--- config.mk ---
export PLATFORM = sky130hd
export DESIGN_NAME = priority_ready_queue_unit_flat
export DESIGN_NICKNAME = d
export VERILOG_FILES = /design/src/design/prq_pkg.sv /design/src/design/prq_if.sv /design/src/design/prq_ram.sv /design/src/design/priority_ready_queue_unit.sv /design/src/flat_wrapper.sv
export VERILOG_INCLUDE_DIRS = /design/src /design/src/design
export SDC_FILE = /design/constraint.sdc
export NUM_CORES = 2
export LEC_CHECK = 0
export BUFFER_PORTS_ARGS = -buffer_cell sky130_fd_sc_hd__clkbuf_2
export CAP_MARGIN = 20
export CORE_AREA = 8 8 397 399
export DETAILED_ROUTE_END_ITERATION = 10
export DIE_AREA = 0 0 405 407
export PLACE_DENSITY = 0.42
export SLEW_MARGIN = 20
export SYNTH_ARGS = -nofsm -noshare
export SYNTH_HDL_FRONTEND = slang
export SYNTH_HIERARCHICAL = 1
export SYNTH_SLANG_ARGS = --single-unit
--- constraint.sdc ---
create_clock -name i_clk -period 7.31 [get_ports i_clk]
set_input_delay 1.462 -clock i_clk [delete_from_list [all_inputs] [get_ports i_clk]]
set_output_delay 1.462 -clock i_clk [all_outputs]
set_load 0.1 [all_outputs]
--- src/design/priority_ready_queue_unit_defines.svh ---
// Assertion helpers for the ready queue.
`ifndef PRIORITY_READY_QUEUE_UNIT_DEFINES_SVH
`define PRIORITY_READY_QUEUE_UNIT_DEFINES_SVH

// Checked outside reset.
`define PRQ_ASSERT(lbl, prop, msg) \
    lbl: assert property (@(posedge i_clk) disable iff (!i_rst_n) prop) else $error(msg);

// Checked at every edge, reset included.
`define PRQ_ASSERT_ALWAYS(lbl, prop, msg) \
    lbl: assert property (@(posedge i_clk) prop) else $error(msg);

`endif

--- src/design/prq_pkg.sv ---
`default_nettype none
package prq_pkg;
    localparam int CAPACITY  = 16;
    localparam int PRI_W     = 8;
    localparam int ARR_W     = 32;
    localparam int ID_W      = 16;
    localparam int STORED_W  = 5;
    localparam int ENTRY_W   = PRI_W + ARR_W + ID_W;
    localparam int AW        = (CAPACITY > 1) ? $clog2(CAPACITY) : 1;
    localparam int CNT_W     = $clog2(CAPACITY + 1);

    localparam logic MODE_ENQ = 1'b0;
    localparam logic MODE_DEQ = 1'b1;

    // Field order gives the ranking: a plain unsigned compare of two entries
    // is the priority / arrival / id tie-break.
    typedef struct packed {
        logic [PRI_W-1:0] pri;
        logic [ARR_W-1:0] arr;
        logic [ID_W-1:0]  id;
    } t_entry;

    typedef struct packed {
        logic                accepted;
        logic                out_valid;
        logic [ID_W-1:0]     out_id;
        logic [PRI_W-1:0]    out_priority;
        logic [ARR_W-1:0]    out_arrival_time;
        logic                now_empty;
        logic [STORED_W-1:0] stored_count;
    } t_result;

    // Ring position of a logical slot counted from the head.
    function automatic logic [AW-1:0] prq_phys(input logic [AW-1:0] base,
                                               input logic [AW-1:0] off);
        logic [AW:0] s;
        s = {1'b0, base} + {1'b0, off};
        if (s >= (AW+1)'(CAPACITY)) begin
            s = s - (AW+1)'(CAPACITY);
        end
        return s[AW-1:0];
    endfunction
endpackage
`default_nettype wire

--- src/design/prq_if.sv ---
`default_nettype none
interface prq_in_if;
    import prq_pkg::*;
    logic             valid;
    logic             ready;
    logic             mode;
    logic [PRI_W-1:0] entry_priority;
    logic [ARR_W-1:0] entry_arrival_time;
    logic [ID_W-1:0]  entry_id;

    modport source (output valid, mode, entry_priority, entry_arrival_time, entry_id,
                    input ready);
    modport sink   (input valid, mode, entry_priority, entry_arrival_time, entry_id,
                    output ready);
endinterface

interface prq_out_if;
    import prq_pkg::*;
    logic                valid;
    logic                ready;
    logic                accepted;
    logic                out_valid;
    logic [ID_W-1:0]     out_id;
    logic [PRI_W-1:0]    out_priority;
    logic [ARR_W-1:0]    out_arrival_time;
    logic                now_empty;
    logic [STORED_W-1:0] stored_count;

    modport source (output valid, accepted, out_valid, out_id, out_priority,
                    out_arrival_time, now_empty, stored_count, input ready);
    modport sink   (input valid, accepted, out_valid, out_id, out_priority,
                    out_arrival_time, now_empty, stored_count, output ready);
endinterface
`default_nettype wire

--- src/design/prq_ram.sv ---
`default_nettype none
module prq_ram #(
    parameter int WIDTH = 8,
    parameter int DEPTH = 16,
    localparam int AW   = (DEPTH > 1) ? $clog2(DEPTH) : 1
) (
    input  wire logic             i_clk,
    input  wire logic             i_wr_en,
    input  wire logic [AW-1:0]    i_wr_addr,
    input  wire logic [WIDTH-1:0] i_wr_data,
    input  wire logic             i_rd_en,
    input  wire logic [AW-1:0]    i_rd_addr,
    output logic      [WIDTH-1:0] o_rd_data
);
    logic [WIDTH-1:0] r_mem [DEPTH];

    always_ff @(posedge i_clk) begin
        if (i_wr_en) begin
            r_mem[i_wr_addr] <= i_wr_data;
        end
        if (i_rd_en) begin
            o_rd_data <= r_mem[i_rd_addr];
        end
    end
endmodule
`default_nettype wire

--- src/design/priority_ready_queue_unit.sv ---
// Sorted ready queue of up to 16 task entries in a ring buffer held in one
// single-port-write, registered-read RAM. Each transaction enqueues or dequeues
// and returns exactly one result. The result register is loaded as the block
// returns to S_IDLE, where the next transaction can be accepted. A dequeue
// goes through head read, head advance (S_DEQ) and hand-off (S_FIN). An enqueue
// into a queue holding n > 0 entries walks back from the tail, one RAM read and
// one shifted write per cycle, until the entry finds its insert position or
// reaches the head (S_PLACE). An enqueue into an empty queue, a full-queue
// enqueue and an empty-queue dequeue go straight to S_FIN. A result not yet
// taken at the output holds the next one in S_FIN.
// A new transaction is taken while an earlier result is still waiting on the
// output; the block works on one transaction at a time.
`default_nettype none
`include "priority_ready_queue_unit_defines.svh"
module priority_ready_queue_unit (
    input  wire logic i_clk,
    input  wire logic i_rst_n,
    prq_in_if.sink    i_in,
    prq_out_if.source o_out
);
    import prq_pkg::*;

    localparam logic [2:0] S_IDLE  = 3'd0;
    localparam logic [2:0] S_WALK  = 3'd1;
    localparam logic [2:0] S_PLACE = 3'd2;
    localparam logic [2:0] S_DEQ   = 3'd3;
    localparam logic [2:0] S_FIN   = 3'd4;

    logic [2:0]       r_state, n_state;
    logic [AW-1:0]    r_head, n_head;
    logic [CNT_W-1:0] r_count, n_count;
    logic [AW-1:0]    r_k, n_k;
    t_entry           r_new, n_new;
    t_result          r_res, n_res;
    t_result          r_out, n_out;
    logic             r_out_vld, n_out_vld;

    logic             wr_en, rd_en;
    logic [AW-1:0]    wr_addr, rd_addr;
    t_entry           wr_data, rd_data;
    t_entry           in_entry;
    logic             in_fire;

    prq_ram #(.WIDTH(ENTRY_W), .DEPTH(CAPACITY)) u_ram (
        .i_clk    (i_clk),
        .i_wr_en  (wr_en),
        .i_wr_addr(wr_addr),
        .i_wr_data(wr_data),
        .i_rd_en  (rd_en),
        .i_rd_addr(rd_addr),
        .o_rd_data(rd_data)
    );

    assign i_in.ready = (r_state == S_IDLE);
    assign in_fire    = i_in.valid && i_in.ready;
    assign in_entry   = '{pri: i_in.entry_priority, arr: i_in.entry_arrival_time,
                          id: i_in.entry_id};

    always_comb begin
        n_state   = r_state;
        n_head    = r_head;
        n_count   = r_count;
        n_k       = r_k;
        n_new     = r_new;
        n_res     = r_res;
        n_out     = r_out;
        n_out_vld = r_out_vld;
        wr_en     = 1'b0;
        wr_addr   = r_head;
        wr_data   = r_new;
        rd_en     = 1'b0;
        rd_addr   = r_head;

        if (r_out_vld && o_out.ready) begin
            n_out_vld = 1'b0;
        end

        unique case (r_state)
            S_IDLE: begin
                if (in_fire) begin
                    n_new              = in_entry;
                    n_res              = '0;
                    n_res.stored_count = STORED_W'(r_count);
                    n_res.now_empty    = (r_count == '0);
                    if (i_in.mode == MODE_DEQ) begin
                        if (r_count == '0) begin
                            n_state = S_FIN;
                        end else begin
                            rd_en   = 1'b1;
                            rd_addr = r_head;
                            n_state = S_DEQ;
                        end
                    end else if (r_count == CNT_W'(CAPACITY)) begin
                        n_state = S_FIN;
                    end else if (r_count == '0) begin
                        wr_en              = 1'b1;
                        wr_addr            = r_head;
                        wr_data            = in_entry;
                        n_count            = CNT_W'(1);
                        n_res.accepted     = 1'b1;
                        n_res.now_empty    = 1'b0;
                        n_res.stored_count = STORED_W'(1);
                        n_state            = S_FIN;
                    end else begin
                        rd_en   = 1'b1;
                        rd_addr = prq_phys(r_head, AW'(r_count - 1'b1));
                        n_k     = AW'(r_count - 1'b1);
                        n_state = S_WALK;
                    end
                end
            end
            S_WALK: begin
                wr_en   = 1'b1;
                wr_addr = prq_phys(r_head, r_k + AW'(1));
                if (r_new < rd_data) begin
                    wr_data = rd_data;
                    if (r_k == '0) begin
                        n_state = S_PLACE;
                    end else begin
                        rd_en   = 1'b1;
                        rd_addr = prq_phys(r_head, r_k - AW'(1));
                        n_k     = r_k - AW'(1);
                    end
                end else begin
                    wr_data            = r_new;
                    n_count            = r_count + 1'b1;
                    n_res.accepted     = 1'b1;
                    n_res.now_empty    = 1'b0;
                    n_res.stored_count = STORED_W'(r_count + 1'b1);
                    n_state            = S_FIN;
                end
            end
            S_PLACE: begin
                wr_en              = 1'b1;
                wr_addr            = r_head;
                wr_data            = r_new;
                n_count            = r_count + 1'b1;
                n_res.accepted     = 1'b1;
                n_res.now_empty    = 1'b0;
                n_res.stored_count = STORED_W'(r_count + 1'b1);
                n_state            = S_FIN;
            end
            S_DEQ: begin
                n_res.out_valid        = 1'b1;
                n_res.out_id           = rd_data.id;
                n_res.out_priority     = rd_data.pri;
                n_res.out_arrival_time = rd_data.arr;
                n_res.now_empty        = (r_count == CNT_W'(1));
                n_res.stored_count     = STORED_W'(r_count - 1'b1);
                n_head                 = prq_phys(r_head, AW'(1));
                n_count                = r_count - 1'b1;
                n_state                = S_FIN;
            end
            S_FIN: begin
                if (!r_out_vld || o_out.ready) begin
                    n_out     = r_res;
                    n_out_vld = 1'b1;
                    n_state   = S_IDLE;
                end
            end
            default: begin
                n_state = S_IDLE;
            end
        endcase
    end

    always_ff @(posedge i_clk) begin
        if (!i_rst_n) begin
            r_state   <= S_IDLE;
            r_head    <= '0;
            r_count   <= '0;
            r_k       <= '0;
            r_out_vld <= 1'b0;
        end else begin
            r_state   <= n_state;
            r_head    <= n_head;
            r_count   <= n_count;
            r_k       <= n_k;
            r_out_vld <= n_out_vld;
        end
    end

    always_ff @(posedge i_clk) begin
        r_new <= n_new;
        r_res <= n_res;
        r_out <= n_out;
    end

    assign o_out.valid            = r_out_vld;
    assign o_out.accepted         = r_out.accepted;
    assign o_out.out_valid        = r_out.out_valid;
    assign o_out.out_id           = r_out.out_id;
    assign o_out.out_priority     = r_out.out_priority;
    assign o_out.out_arrival_time = r_out.out_arrival_time;
    assign o_out.now_empty        = r_out.now_empty;
    assign o_out.stored_count     = r_out.stored_count;

    `PRQ_ASSERT(a_count_bound, r_count <= CNT_W'(CAPACITY), "fill count above capacity")
    `PRQ_ASSERT(a_no_rw_clash, (wr_en && rd_en) |-> (wr_addr != rd_addr),
        "shift write hits the slot being read")
    `PRQ_ASSERT(a_result_kind, o_out.valid |-> !(o_out.accepted && o_out.out_valid),
        "result flags both enqueue and dequeue")
    `PRQ_ASSERT(a_empty_flag,
        o_out.valid |-> (o_out.now_empty == (o_out.stored_count == '0)),
        "empty flag disagrees with count")
    `PRQ_ASSERT(a_count_step,
        1'b1 |=> (r_count == $past(r_count) || r_count == $past(r_count) + 1'b1
                  || r_count == $past(r_count) - 1'b1),
        "fill count moved by more than one")
endmodule
`default_nettype wire
--- src/flat_wrapper.sv ---
// flat-port wrapper written by rule: the top's interface ports become plain ports
module priority_ready_queue_unit_flat import prq_pkg::*;
  (i_clk, i_rst_n, i_in_valid, i_in_mode, i_in_entry_priority, i_in_entry_arrival_time, i_in_entry_id, i_in_ready, o_out_valid, o_out_accepted, o_out_out_valid, o_out_out_id, o_out_out_priority, o_out_out_arrival_time, o_out_now_empty, o_out_stored_count, o_out_ready);
  prq_in_if i_in_i ();
  prq_out_if o_out_i ();
  input  wire logic i_clk;
  input  wire logic i_rst_n;
  input wire logic [$bits(i_in_i.valid)-1:0] i_in_valid;
  input wire logic [$bits(i_in_i.mode)-1:0] i_in_mode;
  input wire logic [$bits(i_in_i.entry_priority)-1:0] i_in_entry_priority;
  input wire logic [$bits(i_in_i.entry_arrival_time)-1:0] i_in_entry_arrival_time;
  input wire logic [$bits(i_in_i.entry_id)-1:0] i_in_entry_id;
  output wire logic [$bits(i_in_i.ready)-1:0] i_in_ready;
  output wire logic [$bits(o_out_i.valid)-1:0] o_out_valid;
  output wire logic [$bits(o_out_i.accepted)-1:0] o_out_accepted;
  output wire logic [$bits(o_out_i.out_valid)-1:0] o_out_out_valid;
  output wire logic [$bits(o_out_i.out_id)-1:0] o_out_out_id;
  output wire logic [$bits(o_out_i.out_priority)-1:0] o_out_out_priority;
  output wire logic [$bits(o_out_i.out_arrival_time)-1:0] o_out_out_arrival_time;
  output wire logic [$bits(o_out_i.now_empty)-1:0] o_out_now_empty;
  output wire logic [$bits(o_out_i.stored_count)-1:0] o_out_stored_count;
  input wire logic [$bits(o_out_i.ready)-1:0] o_out_ready;
  assign i_in_i.valid = i_in_valid;
  assign i_in_i.mode = i_in_mode;
  assign i_in_i.entry_priority = i_in_entry_priority;
  assign i_in_i.entry_arrival_time = i_in_entry_arrival_time;
  assign i_in_i.entry_id = i_in_entry_id;
  assign i_in_ready = i_in_i.ready;
  assign o_out_valid = o_out_i.valid;
  assign o_out_accepted = o_out_i.accepted;
  assign o_out_out_valid = o_out_i.out_valid;
  assign o_out_out_id = o_out_i.out_id;
  assign o_out_out_priority = o_out_i.out_priority;
  assign o_out_out_arrival_time = o_out_i.out_arrival_time;
  assign o_out_now_empty = o_out_i.now_empty;
  assign o_out_stored_count = o_out_i.stored_count;
  assign o_out_i.ready = o_out_ready;
  priority_ready_queue_unit u_core (.i_clk(i_clk), .i_rst_n(i_rst_n), .i_in(i_in_i), .o_out(o_out_i));
endmodule
==> results.cfg <==
[outcome]
status = complete, no violations

[hold_path]
hold_class = flip-flop to flip-flop

[logic_synthesis]
syn_area_um2 = 45090
ys_top_cells_by_count = edfxtp_1, mux4_2, a22oi_1
synth_fp_nets = 2374
synth_async_sr_flop_share_pct = 0
netlist.area_leader.share_pct = 75.66
syn_area_per_cell_um2 = 20.12
synth-warning-count = 6
netlist_top_cells_area = edfxtp_1, mux4_2, ha_1
synth_top_area_cell = edfxtp_1
yosysMostFrequentCell = edfxtp_1
ys_seq_elements = 1153
synth-seq-area-share_pct = 76.41
synthCells = 2241
ys.flop_type = edfxtp_1
synth_edf_count = 1136
synth_cell_type_count = 58

[setup_path]
crit_fanout = 76
cp_slowest_cell = a221o_4
critPathLaunchType = flip-flop
path_cells = inv_1 > ha_1 > a21o_1 > a221o_1 > a211oi_1 > o31ai_1 > o211ai_2 > nand3_1 > nor3_1 > a221o_4 > buf_12 > mux4_2 > a22oi_1 > nand2_1
arrival_ns = 6.14
worst-setup-path-type = flip-flop to flip-flop
cpPeakStageDelay_ns = 0.67
crit_path_end_kind = flip-flop
crit_required_ns = 7.80

[floorplanning]
die_h_um = 407
die_x_um = 405
num_io_pins = 127
initial_core_util_pct = 29.82
coreArea_um2 = 151200
dieArea_um2 = 164800
num_rows = 143

[drt]
viasPerCell = 4.964
first_iter_violations = 1884
drtAntennaViolNets = 0
dr.pass1.iters = 5
drcViolationCount = 0
totalWireLength_mm = 130.4
post_drt_wl_per_cell_um = 28.44
route.vias.total = 22770

[timing]
rsz0062_at_grt = no
slew_headroom_pct = 34.28
fin_skew_ns = 0.04872
worst_pin_slew_ns = 0.9835
slew_violations = 0
finalSetupViolations = 0
fin_crit_sh_pct = 77.28
fmax_ghz = 0.1770
period_needed_ns = 5.649
hold_viol = 0
worst_slack_ns = 1.661
whs_ns = 0.4138
fin_setup_tns_ns = 0

[grt]
first_global_vias = 24250
grt_pass1_wl_mm = 184.5
overflow = 0
grt_max_degree = 77
antenna_found_initial = 5
grt_usage_pct = 15.73

[cts]
cts_buffer_depth = 3
holdBufCountCts = 0
path_clk_slew_ns = 0.06
cts_tree = built
cts_resized = 0
numCtsBuffers = 133
postCtsSetupBuffers = 0
ctsRootBufferMaster = clkbuf_16
htreeDepth = 4
clkSinkCount = 1153
insertion_delay_ns = 0.78

[layout]
syn2layout_area_growth_pct = 17.53
seq_area_um2 = 34450
nNetsFinal = 2581
drive_gt1_share_pct = 24.90
multi_input_area_um2 = 9962
final_cells = 4587
nFillCells = 14080

[place]
dp_hpwl_mm = 70.52
place_congestion = 0.7273
post-place-cells = 4343
portBuffers = 126
pre_cts_ws_ns = 1.652

[flow_run]
max_cap_violations = 0

[pwr]
p_leak_nw = 17.38
total_power_mw = 21.05
power.density_nw_per_um2 = 397.3
irDropWorstVdd_mv = 0.3362
==> where the power goes <==
| part | switching, mW | leakage (nW) | internal, mW | total, mW |
|---|---|---|---|---|
| sequential | 0.291 | 10.5 | 8.91 | 9.20 |
| clock | 2.68 | 2.15 | 4.01 | 6.68 |
| combinational | 3.72 | 4.72 | 1.44 | 5.17 |
==> kinds of logic after synthesis <==
group / Yosys count / share of synthesized area (%)
flip-flops: 1153 / 76.41
AND/OR/NAND/NOR: 253 / 2.453
multiplexers: 233 / 11.39
XOR/XNOR: 17 / 0.3302
AO/OA/AOI/OAI: 330 / 5.397
adder cells (fa/ha/maj): 72 / 2.048
buffers and inverters: 183 / 1.967
==> worst paths after layout <==
path | start | end | slack, ns | cells past startpoint
hold / removal | u_core/r_res[14] | u_core/o_out.out_arrival_time[8] | 0.41 | 0
setup / recovery | u_core/u_ram/o_rd_data[6] | u_core/u_ram/o_rd_data[34] | 1.66 | 14
setup reg to reg | u_core/u_ram/o_rd_data[6] | u_core/u_ram/o_rd_data[34] | 1.66 | 14
hold reg to reg | u_core/r_res[14] | u_core/o_out.out_arrival_time[8] | 0.41 | 0
==> metrics by stage <==
| step | area, um^2 | utilization (%) |
|---|---|---|
| finish | 52990 | 35.05 |
| global route | 52980 | 35.05 |
| detailed placement | 48600 | 32.14 |
| global placement | 48580 | 32.13 |
| CTS | 52980 | 35.05 |
| floorplan | 45090 | - |
==> routing by layer <==
layer	share of wire, %	GRT usage (%)	routed length, um	up-vias
li1	-	-	-	9664
met5	0.010	0	13	-
met3	5.2	3.165	6782	165
met1	45	21.60	58710	12320
met4	1.9	3.952	2441	2
met2	48	25.69	62500	620
==> worst max-delay path, delay by kind of cell (launching register included) <==
family,cells,cell delay [ns]
compound gates,7,2.77
flops,1,0.43
fa+ha+maj,1,0.27
buf+inv,2,0.61
simple gates,3,0.73
mux,1,0.39
==> state kept, by name, summed over array words and instances, names as in the netlist <==
name	flops
u_core/o_out.accepted	1
u_core/u_ram/r_mem	896
u_core/o_out.out_valid	1
u_core/o_out.stored_count	5
u_core/o_out.out_id	16
u_core/r_count	5
u_core/r_res	64
u_core/r_state	3
u_core/o_out.now_empty	1
u_core/r_head	4
u_core/u_ram/o_rd_data	56
u_core/o_out.valid	1
u_core/o_out.out_arrival_time	32
u_core/r_new	56
u_core/r_k	4
u_core/o_out.out_priority	8
==> layout by cell type (no fill, tap or decap), types with 5 or more instances in the layout <==
cell       instances
edfxtp_1        1136
mux4_2           224
clkbuf_16        141
clkbuf_2         126
a22oi_1          113
nand2_1           94
nor2_1            77
inv_1             70
ha_1              69
a21o_1            65
a22o_1            56
a21oi_1           40
clkinv_1          32
buf_4             31
buf_12            25
clkbuf_1          23
clkinv_2          22
o21ai_0           18
dfxtp_1           17
nor2_4            16
bufinv_16         14
nand3_1           11
nor3_1            10
xnor2_1            9
xor2_1             8
nand4_1            8
mux2i_1            7
a221oi_1           6
nor3_2             5
o211ai_1           5
==> layout make-up <==
| class | instances | share of cell area [%] |
|---|---|---|
| sequential | 1153 | 65.02 |
| multi-input combinational | 905 | 18.80 |
| clock buffer | 164 | 6.821 |
| tap | 2030 | 4.793 |
| timing repair buffer | 183 | 2.583 |
| clock inverter | 77 | 1.462 |
| inverter | 72 | 0.5124 |
| antenna | 3 | 0.01417 |
Note: power is estimated with default switching activity, not from simulation.
